## src/hw/rtl/assert_macros.svh

```systemverilog
// Assertion macros used by the top level of the transcoder.
// Both macros assume a clock named clk in scope; ASSERT_RUN also a reset named rst.
`ifndef ASSERT_MACROS_SVH
`define ASSERT_MACROS_SVH

// Check at every clock edge, reset included.
`define ASSERT_ALWAYS(lbl, prop, msg) \
  lbl: assert property (@(posedge clk) prop) else $error(msg);

// Check only while out of reset.
`define ASSERT_RUN(lbl, prop, msg) \
  lbl: assert property (@(posedge clk) disable iff (rst) prop) else $error(msg);

`endif

```

## src/hw/rtl/utc_pkg.sv

```systemverilog
// Shared types, constants and the code-to-byte lookup of the transcoder.
// No dependencies.
`timescale 1ns / 1ps
`default_nettype none

package utc_pkg;

  localparam int QUEUE_DEPTH_DEF = 2;
  localparam int ROM_PAIRS = 63;

  localparam logic [15:0] CYR_LO     = 16'd1040;
  localparam logic [15:0] CYR_HI     = 16'd1103;
  localparam logic [15:0] CYR_OFFSET = 16'd848;

  // What the front hands to the back for each character.
  typedef enum logic [1:0] {
    KIND_PASS,
    KIND_CODE,
    KIND_ERR
  } item_kind_t;

  typedef struct packed {
    item_kind_t  kind;
    logic        two_byte;
    logic [15:0] code;
  } mid_item_t;

  typedef struct packed {
    logic       hit;
    logic [7:0] cp_byte;
  } rom_hit_t;

  localparam logic [15:0] ROM_CODE [ROM_PAIRS] = '{
    16'd160, 16'd164, 16'd166, 16'd167, 16'd169, 16'd171, 16'd172, 16'd173,
    16'd174, 16'd176, 16'd177, 16'd181, 16'd182, 16'd183, 16'd187,
    16'd1025, 16'd1026, 16'd1027, 16'd1028, 16'd1029, 16'd1030, 16'd1031,
    16'd1032, 16'd1033, 16'd1034, 16'd1035, 16'd1036, 16'd1038, 16'd1039,
    16'd1105, 16'd1106, 16'd1107, 16'd1108, 16'd1109, 16'd1110, 16'd1111,
    16'd1112, 16'd1113, 16'd1114, 16'd1115, 16'd1116, 16'd1118, 16'd1119,
    16'd1168, 16'd1169, 16'd8211, 16'd8212, 16'd8216, 16'd8217, 16'd8218,
    16'd8220, 16'd8221, 16'd8222, 16'd8224, 16'd8225, 16'd8226, 16'd8230,
    16'd8240, 16'd8249, 16'd8250, 16'd8364, 16'd8470, 16'd8482
  };

  localparam logic [7:0] ROM_BYTE [ROM_PAIRS] = '{
    8'd160, 8'd164, 8'd166, 8'd167, 8'd169, 8'd171, 8'd172, 8'd173,
    8'd174, 8'd176, 8'd177, 8'd181, 8'd182, 8'd183, 8'd187,
    8'd168, 8'd128, 8'd129, 8'd170, 8'd189, 8'd178, 8'd175,
    8'd163, 8'd138, 8'd140, 8'd142, 8'd141, 8'd161, 8'd143,
    8'd184, 8'd144, 8'd131, 8'd186, 8'd190, 8'd179, 8'd191,
    8'd188, 8'd154, 8'd156, 8'd158, 8'd157, 8'd162, 8'd159,
    8'd165, 8'd180, 8'd150, 8'd151, 8'd145, 8'd146, 8'd130,
    8'd147, 8'd148, 8'd132, 8'd134, 8'd135, 8'd149, 8'd133,
    8'd137, 8'd139, 8'd155, 8'd136, 8'd185, 8'd153
  };

  // Parallel match of a code point against every ROM pair.
  function automatic rom_hit_t rom_lookup(input logic [15:0] code);
    rom_hit_t res;
    res = '0;
    for (int i = 0; i < ROM_PAIRS; i++) begin
      if (ROM_CODE[i] == code) begin
        res.hit     = 1'b1;
        res.cp_byte = ROM_BYTE[i];
      end
    end
    return res;
  endfunction

endpackage

`default_nettype wire

```

## src/hw/rtl/utc_queue.sv

```systemverilog
// Small register queue between front and back of the transcoder.
// Depends on utc_pkg for the item type.
`timescale 1ns / 1ps
`default_nettype none

module utc_queue #(
  parameter int DEPTH = utc_pkg::QUEUE_DEPTH_DEF
) (
  input  wire logic              clk,
  input  wire logic              rst,
  input  wire logic              push,
  input  wire utc_pkg::mid_item_t wdata,
  output logic                   full,
  input  wire logic              pop,
  output utc_pkg::mid_item_t     rdata,
  output logic                   empty
);
  import utc_pkg::*;

  localparam int AW = (DEPTH > 1) ? $clog2(DEPTH) : 1;
  localparam int CW = $clog2(DEPTH + 1);

  mid_item_t       entries [DEPTH];
  logic [AW-1:0]   wr_ptr;
  logic [AW-1:0]   rd_ptr;
  logic [CW-1:0]   count;
  logic            do_push;
  logic            do_pop;

  assign full    = (count == CW'(DEPTH));
  assign empty   = (count == '0);
  assign do_push = push && !full;
  assign do_pop  = pop && !empty;
  assign rdata   = entries[rd_ptr];

  always_ff @(posedge clk) begin
    if (do_push) begin
      entries[wr_ptr] <= wdata;
    end
  end

  always_ff @(posedge clk) begin
    if (rst) begin
      wr_ptr <= '0;
      rd_ptr <= '0;
      count  <= '0;
    end else begin
      if (do_push) begin
        wr_ptr <= (wr_ptr == AW'(DEPTH - 1)) ? '0 : wr_ptr + 1'b1;
      end
      if (do_pop) begin
        rd_ptr <= (rd_ptr == AW'(DEPTH - 1)) ? '0 : rd_ptr + 1'b1;
      end
      if (do_push && !do_pop) begin
        count <= count + 1'b1;
      end else if (do_pop && !do_push) begin
        count <= count - 1'b1;
      end
    end
  end

endmodule

`default_nettype wire

```

## src/hw/rtl/utc_front.sv

```systemverilog
// Front of the transcoder: takes UTF-8 bytes, gathers code point bits and
// classifies each finished character. Depends on utc_pkg.
`timescale 1ns / 1ps
`default_nettype none

module utc_front (
  input  wire logic              clk,
  input  wire logic              rst,
  input  wire logic              take,
  input  wire logic [7:0]        in_byte,
  output logic                   mid_push,
  output utc_pkg::mid_item_t     mid_item
);
  import utc_pkg::*;

  logic [1:0]  pending;
  logic [1:0]  pending_next;
  logic        two_byte;
  logic        two_byte_next;
  logic [15:0] partial;
  logic [15:0] partial_next;

  always_comb begin
    pending_next  = pending;
    two_byte_next = two_byte;
    partial_next  = partial;
    mid_push      = 1'b0;
    mid_item      = '{kind: KIND_PASS, two_byte: 1'b0, code: 16'h0000};
    if (take) begin
      case (pending)
        2'd2: begin
          partial_next = partial | {4'h0, in_byte[5:0], 6'h00};
          pending_next = 2'd1;
        end
        2'd1: begin
          mid_push      = 1'b1;
          mid_item      = '{kind: KIND_CODE, two_byte: two_byte,
                            code: partial | {10'h000, in_byte[5:0]}};
          pending_next  = 2'd0;
          two_byte_next = 1'b0;
          partial_next  = '0;
        end
        default: begin
          // idle; a count of three cannot occur and is treated the same
          pending_next  = 2'd0;
          two_byte_next = 1'b0;
          partial_next  = '0;
          if (!in_byte[7]) begin
            mid_push = 1'b1;
            mid_item = '{kind: KIND_PASS, two_byte: 1'b0, code: {8'h00, in_byte}};
          end else if (in_byte[7:5] != 3'b111) begin
            partial_next  = {5'h00, in_byte[4:0], 6'h00};
            two_byte_next = 1'b1;
            pending_next  = 2'd1;
          end else if (!in_byte[4]) begin
            partial_next = {in_byte[3:0], 12'h000};
            pending_next = 2'd2;
          end else begin
            mid_push = 1'b1;
            mid_item = '{kind: KIND_ERR, two_byte: 1'b0, code: 16'h0000};
          end
        end
      endcase
    end
  end

  always_ff @(posedge clk) begin
    if (rst) begin
      pending  <= 2'd0;
      two_byte <= 1'b0;
      partial  <= '0;
    end else begin
      pending  <= pending_next;
      two_byte <= two_byte_next;
      partial  <= partial_next;
    end
  end

endmodule

`default_nettype wire

```

## src/hw/rtl/utc_back.sv

```systemverilog
// Back of the transcoder: maps classified characters to Windows-1251 bytes
// and holds the result in an output register. Depends on utc_pkg.
`timescale 1ns / 1ps
`default_nettype none

module utc_back (
  input  wire logic              clk,
  input  wire logic              rst,
  input  wire utc_pkg::mid_item_t mid_item,
  input  wire logic              mid_empty,
  output logic                   mid_pop,
  output logic                   empty,
  input  wire logic              pop,
  output logic [7:0]             out_byte,
  output logic                   bad_char
);
  import utc_pkg::*;

  logic       out_valid;
  logic [7:0] byte_next;
  logic       bad_next;
  rom_hit_t   rom_res;
  logic       in_cyr;

  assign empty   = !out_valid;
  // Load when the slot is free or its result leaves this cycle.
  assign mid_pop = !mid_empty && (!out_valid || pop);

  assign rom_res = rom_lookup(mid_item.code);
  assign in_cyr  = mid_item.two_byte && (mid_item.code >= CYR_LO) &&
                   (mid_item.code <= CYR_HI);

  always_comb begin
    byte_next = 8'h00;
    bad_next  = 1'b1;
    case (mid_item.kind)
      KIND_PASS: begin
        byte_next = mid_item.code[7:0];
        bad_next  = 1'b0;
      end
      KIND_CODE: begin
        if (in_cyr) begin
          byte_next = 8'(mid_item.code - CYR_OFFSET);
          bad_next  = 1'b0;
        end else if (rom_res.hit) begin
          byte_next = rom_res.cp_byte;
          bad_next  = 1'b0;
        end
      end
      default: begin
        byte_next = 8'h00;
        bad_next  = 1'b1;
      end
    endcase
  end

  always_ff @(posedge clk) begin
    if (mid_pop) begin
      out_byte <= byte_next;
      bad_char <= bad_next;
    end
  end

  always_ff @(posedge clk) begin
    if (rst) begin
      out_valid <= 1'b0;
    end else if (mid_pop) begin
      out_valid <= 1'b1;
    end else if (pop) begin
      out_valid <= 1'b0;
    end
  end

endmodule

`default_nettype wire

```

## src/hw/rtl/utf8_to_cp1251_transcoder.sv

```systemverilog
// UTF-8 to Windows-1251 transcoder, top level; uses utc_pkg, utc_front,
// utc_queue, utc_back and assert_macros.svh.
// Throughput: one input byte per cycle, held only by a full queue.
// A finished character is queued, then loaded into the output register when that is free.
// Reset clears the sequence state, the queue and the output valid flag, not out_byte.
`timescale 1ns / 1ps
`default_nettype none
`include "assert_macros.svh"

module utf8_to_cp1251_transcoder #(
  parameter int QUEUE_DEPTH = utc_pkg::QUEUE_DEPTH_DEF
) (
  input  wire logic       clk,
  input  wire logic       rst,
  input  wire logic       push,
  output logic            full,
  input  wire logic [7:0] in_byte,
  output logic            empty,
  input  wire logic       pop,
  output logic [7:0]      out_byte,
  output logic            bad_char
);
  import utc_pkg::*;

  logic      take;
  logic      mid_push;
  mid_item_t mid_wdata;
  logic      mid_full;
  logic      mid_pop;
  mid_item_t mid_rdata;
  logic      mid_empty;

  assign full = mid_full;
  assign take = push && !mid_full;

  utc_front u_front (
    .clk      (clk),
    .rst      (rst),
    .take     (take),
    .in_byte  (in_byte),
    .mid_push (mid_push),
    .mid_item (mid_wdata)
  );

  utc_queue #(
    .DEPTH (QUEUE_DEPTH)
  ) u_queue (
    .clk   (clk),
    .rst   (rst),
    .push  (mid_push),
    .wdata (mid_wdata),
    .full  (mid_full),
    .pop   (mid_pop),
    .rdata (mid_rdata),
    .empty (mid_empty)
  );

  utc_back u_back (
    .clk       (clk),
    .rst       (rst),
    .mid_item  (mid_rdata),
    .mid_empty (mid_empty),
    .mid_pop   (mid_pop),
    .empty     (empty),
    .pop       (pop),
    .out_byte  (out_byte),
    .bad_char  (bad_char)
  );

  `ASSERT_ALWAYS(a_empty_after_rst, rst |=> empty, "result pending after reset")
  `ASSERT_RUN(a_err_zero_byte, (!empty && bad_char) |-> out_byte == 8'h00, "nonzero error byte")
  `ASSERT_RUN(a_no_push_full, mid_push |-> !mid_full, "front pushed into full queue")
  `ASSERT_RUN(a_load_on_free, mid_pop |=> !empty, "loaded result not shown")

endmodule

`default_nettype wire

```

## config.mk

```make
export PLATFORM = sky130hd
export DESIGN_NAME = utf8_to_cp1251_transcoder
export DESIGN_NICKNAME = d
export VERILOG_FILES = /design/src/hw/rtl/utc_pkg.sv /design/src/hw/rtl/utc_queue.sv /design/src/hw/rtl/utc_front.sv /design/src/hw/rtl/utc_back.sv /design/src/hw/rtl/utf8_to_cp1251_transcoder.sv
export VERILOG_INCLUDE_DIRS = /design/src /design/src/hw/rtl
export SDC_FILE = /design/constraint.sdc
export NUM_CORES = 1
export LEC_CHECK = 0
export BUFFER_PORTS_ARGS = -buffer_cell sky130_fd_sc_hd__buf_2
export CAP_MARGIN = 10
export CORE_UTILIZATION = 57
export DETAILED_ROUTE_END_ITERATION = 12
export HOLD_SLACK_MARGIN = 0.12
export PLACE_DENSITY = 0.81
export SLEW_MARGIN = 20
export SYNTH_ARGS = -nofsm -noshare
export SYNTH_HDL_FRONTEND = slang
export SYNTH_HIERARCHICAL = 1
export SYNTH_SLANG_ARGS = --single-unit
```

## constraint.sdc

```tcl
create_clock -name clk -period 8.69 [get_ports clk]
set_input_delay 1.738 -clock clk [delete_from_list [all_inputs] [get_ports clk]]
set_output_delay 1.738 -clock clk [all_outputs]
set_load 0.1 [all_outputs]
```

==> impl_metrics.env <==
export IMPL_status="finished, final reports clean"
export IMPL_syn_area_um2=4530
export IMPL_synth_area_leaders="edfxtp_1, dfxtp_1, mux2_2"
export IMPL_rr_endpoint="u_back/out_byte[4]"
export IMPL_fin_crit_ns=4.11
export IMPL_row_count=32
export IMPL_synthArstFlopShare=0
export IMPL_track_usage=0.324
export IMPL_yosysSeqAreaShare=0.395
export IMPL_synth_top_area_share=0.311
export IMPL_dp_cells=578
export IMPL_final_common_cell="edfxtp_1"
export IMPL_crit_type="reg -> reg"
export IMPL_synth_warnings=6
export IMPL_synth_seq_cells=66
export IMPL_clk_latency_ns=0.33
export IMPL_area_growth_pct=7.40
export IMPL_vias=4235
export IMPL_nFillCells=631
export IMPL_pwr_density_cell_nw_per_um2=315
export IMPL_drc=0
export IMPL_clock_sinks=66
export IMPL_dr_pass1_iters=6
export IMPL_ff2ff_path_depth=8
export IMPL_hold_class="reg -> reg"
export IMPL_path_max_fanout=19
export IMPL_clk_pin_slew_ns=0.08
export IMPL_grt_max_degree=47
export IMPL_holdWs_ns=0.454
export IMPL_cts_tree="done"
export IMPL_finalHoldViolations=0
export IMPL_via_per_inst=7.13
export IMPL_cts_root_buf="clkbuf_8"
export IMPL_p_leak_nw=1.66
export IMPL_cts_setup_buffers=0
export IMPL_clock_skew_ns=0.00757
export IMPL_yosysTopAreaCell="edfxtp_1"
export IMPL_ios=23
export IMPL_regToRegSetupSlack_ns=4.58
export IMPL_grt_pass1_vias=3987
export IMPL_rsz0062_at_grt="false"
export IMPL_initial_utilization=0.586
export IMPL_endpoint="u_back/out_byte[4]"
export IMPL_totalNegativeSetupSlack_ns=0
export IMPL_layout_cells_non_filler=594
export IMPL_nets=507
export IMPL_cp_num_cells=8
export IMPL_crit_chain="mux2_2 -> nor4b_2 -> nand2_1 -> nor4_1 -> nor3_1 -> o2111ai_1 -> o21ai_1 -> a221oi_2"
export IMPL_setup_slack_ns=4.58
export IMPL_required_ns=8.85
export IMPL_startpoint_type="flip-flop"
export IMPL_numCtsBuffers=9
export IMPL_dp_slack_ns=4.72
export IMPL_grt_pass1_wl_um=21000
export IMPL_cp_end_kind="flip-flop"
export IMPL_crit_family="simple AND/OR/NAND/NOR gates"
export IMPL_finalCritPeriodShare=0.473
export IMPL_synth_main_ff_cell="edfxtp_1"
export IMPL_maxCapViolations=0
export IMPL_grt_ovfl_total=0
export IMPL_routabilityCongestion=1.04
export IMPL_dpl_hpwl_um=8910
export IMPL_worstMarginPinSlew_ns=0.923
export IMPL_synth_nets=507
export IMPL_drt_iter0_drc=766
export IMPL_cpMaxStageDelayCell="dfxtp_1"
export IMPL_die_x_um=91.2
export IMPL_peakVddDrop_mv=0.198
export IMPL_antenna_found_initial=0
export IMPL_yosysUniqueCellTypes=83
export IMPL_critical_path_buf_inv_count=0
export IMPL_synth_avg_cell_area_um2=9.31
export IMPL_die_y_um=91.2
export IMPL_post_cts_resized=0
export IMPL_synth_edff_count=47
export IMPL_synthesis_instances=487
export IMPL_final_cell_mix="edfxtp_1, nand2_1, nor2_1"
export IMPL_n_antenna_cell=0
export IMPL_ctsHoldBuffers=0
export IMPL_cts_htree_levels=3
export IMPL_core_area_um2=7730
export IMPL_finalPower_w=0.00154
export IMPL_cpPeakStageDelay_ns=0.84
export IMPL_slew_viol_final=0
export IMPL_cp_arrival_ns=4.28
export IMPL_setup_viol=0
export IMPL_routedWlPerCell_um=22.3
export IMPL_io_buffers=22
export IMPL_drive_above_1_share=0.163
export IMPL_relSlewSlack=0.383
export IMPL_fmax_ghz=0.243
export IMPL_drtAntennaViolNets=0
export IMPL_worstHoldPathCells=2
export IMPL_die_area_um2=8310
export IMPL_clock_path_buffers=2
export IMPL_drt_total_wl_um=13200
final cells by class:
class | instances | area, um2 | area share
multi-input combinational | 376 | 2540 | 0.522
clock inverter | 6 | 115 | 0.0237
clock buffer | 10 | 128 | 0.0262
timing repair buffer | 24 | 125 | 0.0257
tap | 102 | 128 | 0.0262
sequential | 66 | 1790 | 0.368
inverter | 10 | 37.5 | 0.00771
metal layers:
layer | track usage | part of all wire | routed length, um
met2 | 0.540 | 0.47 | 6230
met1 | 0.392 | 0.38 | 5010
met4 | 0.193 | 0.059 | 786
met5 | 0 | 0 | 0
met3 | 0.0561 | 0.091 | 1210
synthesized netlist by cell type (4+ instances only):
library cell,n
a211oi_1,4
nand2_1,45
a21oi_1,24
nand3b_1,6
nor2_1,30
edfxtp_1,47
nor2b_1,13
inv_1,9
xor2_1,4
buf_1,5
and2_1,11
ha_1,8
nand3_1,18
nand2b_1,13
dfxtp_1,19
and3_1,16
a32o_1,5
nand4_1,13
a31oi_1,6
nor4_1,8
o21ai_0,13
nand4b_1,5
or3_1,7
o31ai_1,7
clkbuf_1,21
nor3_1,14
buf_2,4
o22ai_1,9
mux2_2,22
worst min-delay path, cell delays in order (launching register included):
cell and delay, ns:
dfxtp_1 0.31, nand2_1 0.05, a21oi_1 0.05
metrics by stage:
step / util / area [um2]
6_report: 0.630 / 4870
5_1_grt: 0.630 / 4870
4_1_cts: 0.630 / 4870
3_5_place_dp: 0.598 / 4620
3_3_place_gp: 0.598 / 4620
2_1_floorplan: - / 4530
power breakdown:
part	switching (W)	internal, W	leakage [nW]
clock	0.000122	0.000192	0.117
sequential	0.0000314	0.000413	0.600
combinational	0.000579	0.000198	0.948
how the worst min path moves through the flow:
| stage | endpoint | start | slack, ns |
|---|---|---|---|
| final | u_front/partial[12] | u_front/partial[12] | 0.45 |
| after global routing | u_front/partial[9] | u_front/partial[9] | 0.47 |
| after CTS | u_front/partial[12] | u_front/partial[12] | 0.45 |
| after detailed placement | u_front/partial[12] | u_front/partial[12] | 0.44 |
| after global placement | u_front/partial[15] | u_front/partial[15] | 0.44 |
| after floorplan | u_front/two_byte | u_front/two_byte | 0.43 |
state kept, by name (all words and copies together), names as in the netlist, 2 cells and up, named ones only:
signal and cells:
u_back/out_byte 8, u_front/partial 10, u_front/pending 2, u_queue/count 2, u_queue/entries 38
cell families after synthesis:
family          Yosys count  share of synthesized area
mux                      22                     0.0547
fa+ha+maj                 8                     0.0221
simple gates            226                      0.291
flops                    66                      0.395
compound gates          115                      0.183
buf+inv                  45                     0.0436
xor+xnor                  5                    0.00966
Note: power is estimated with default switching activity, not from simulation.
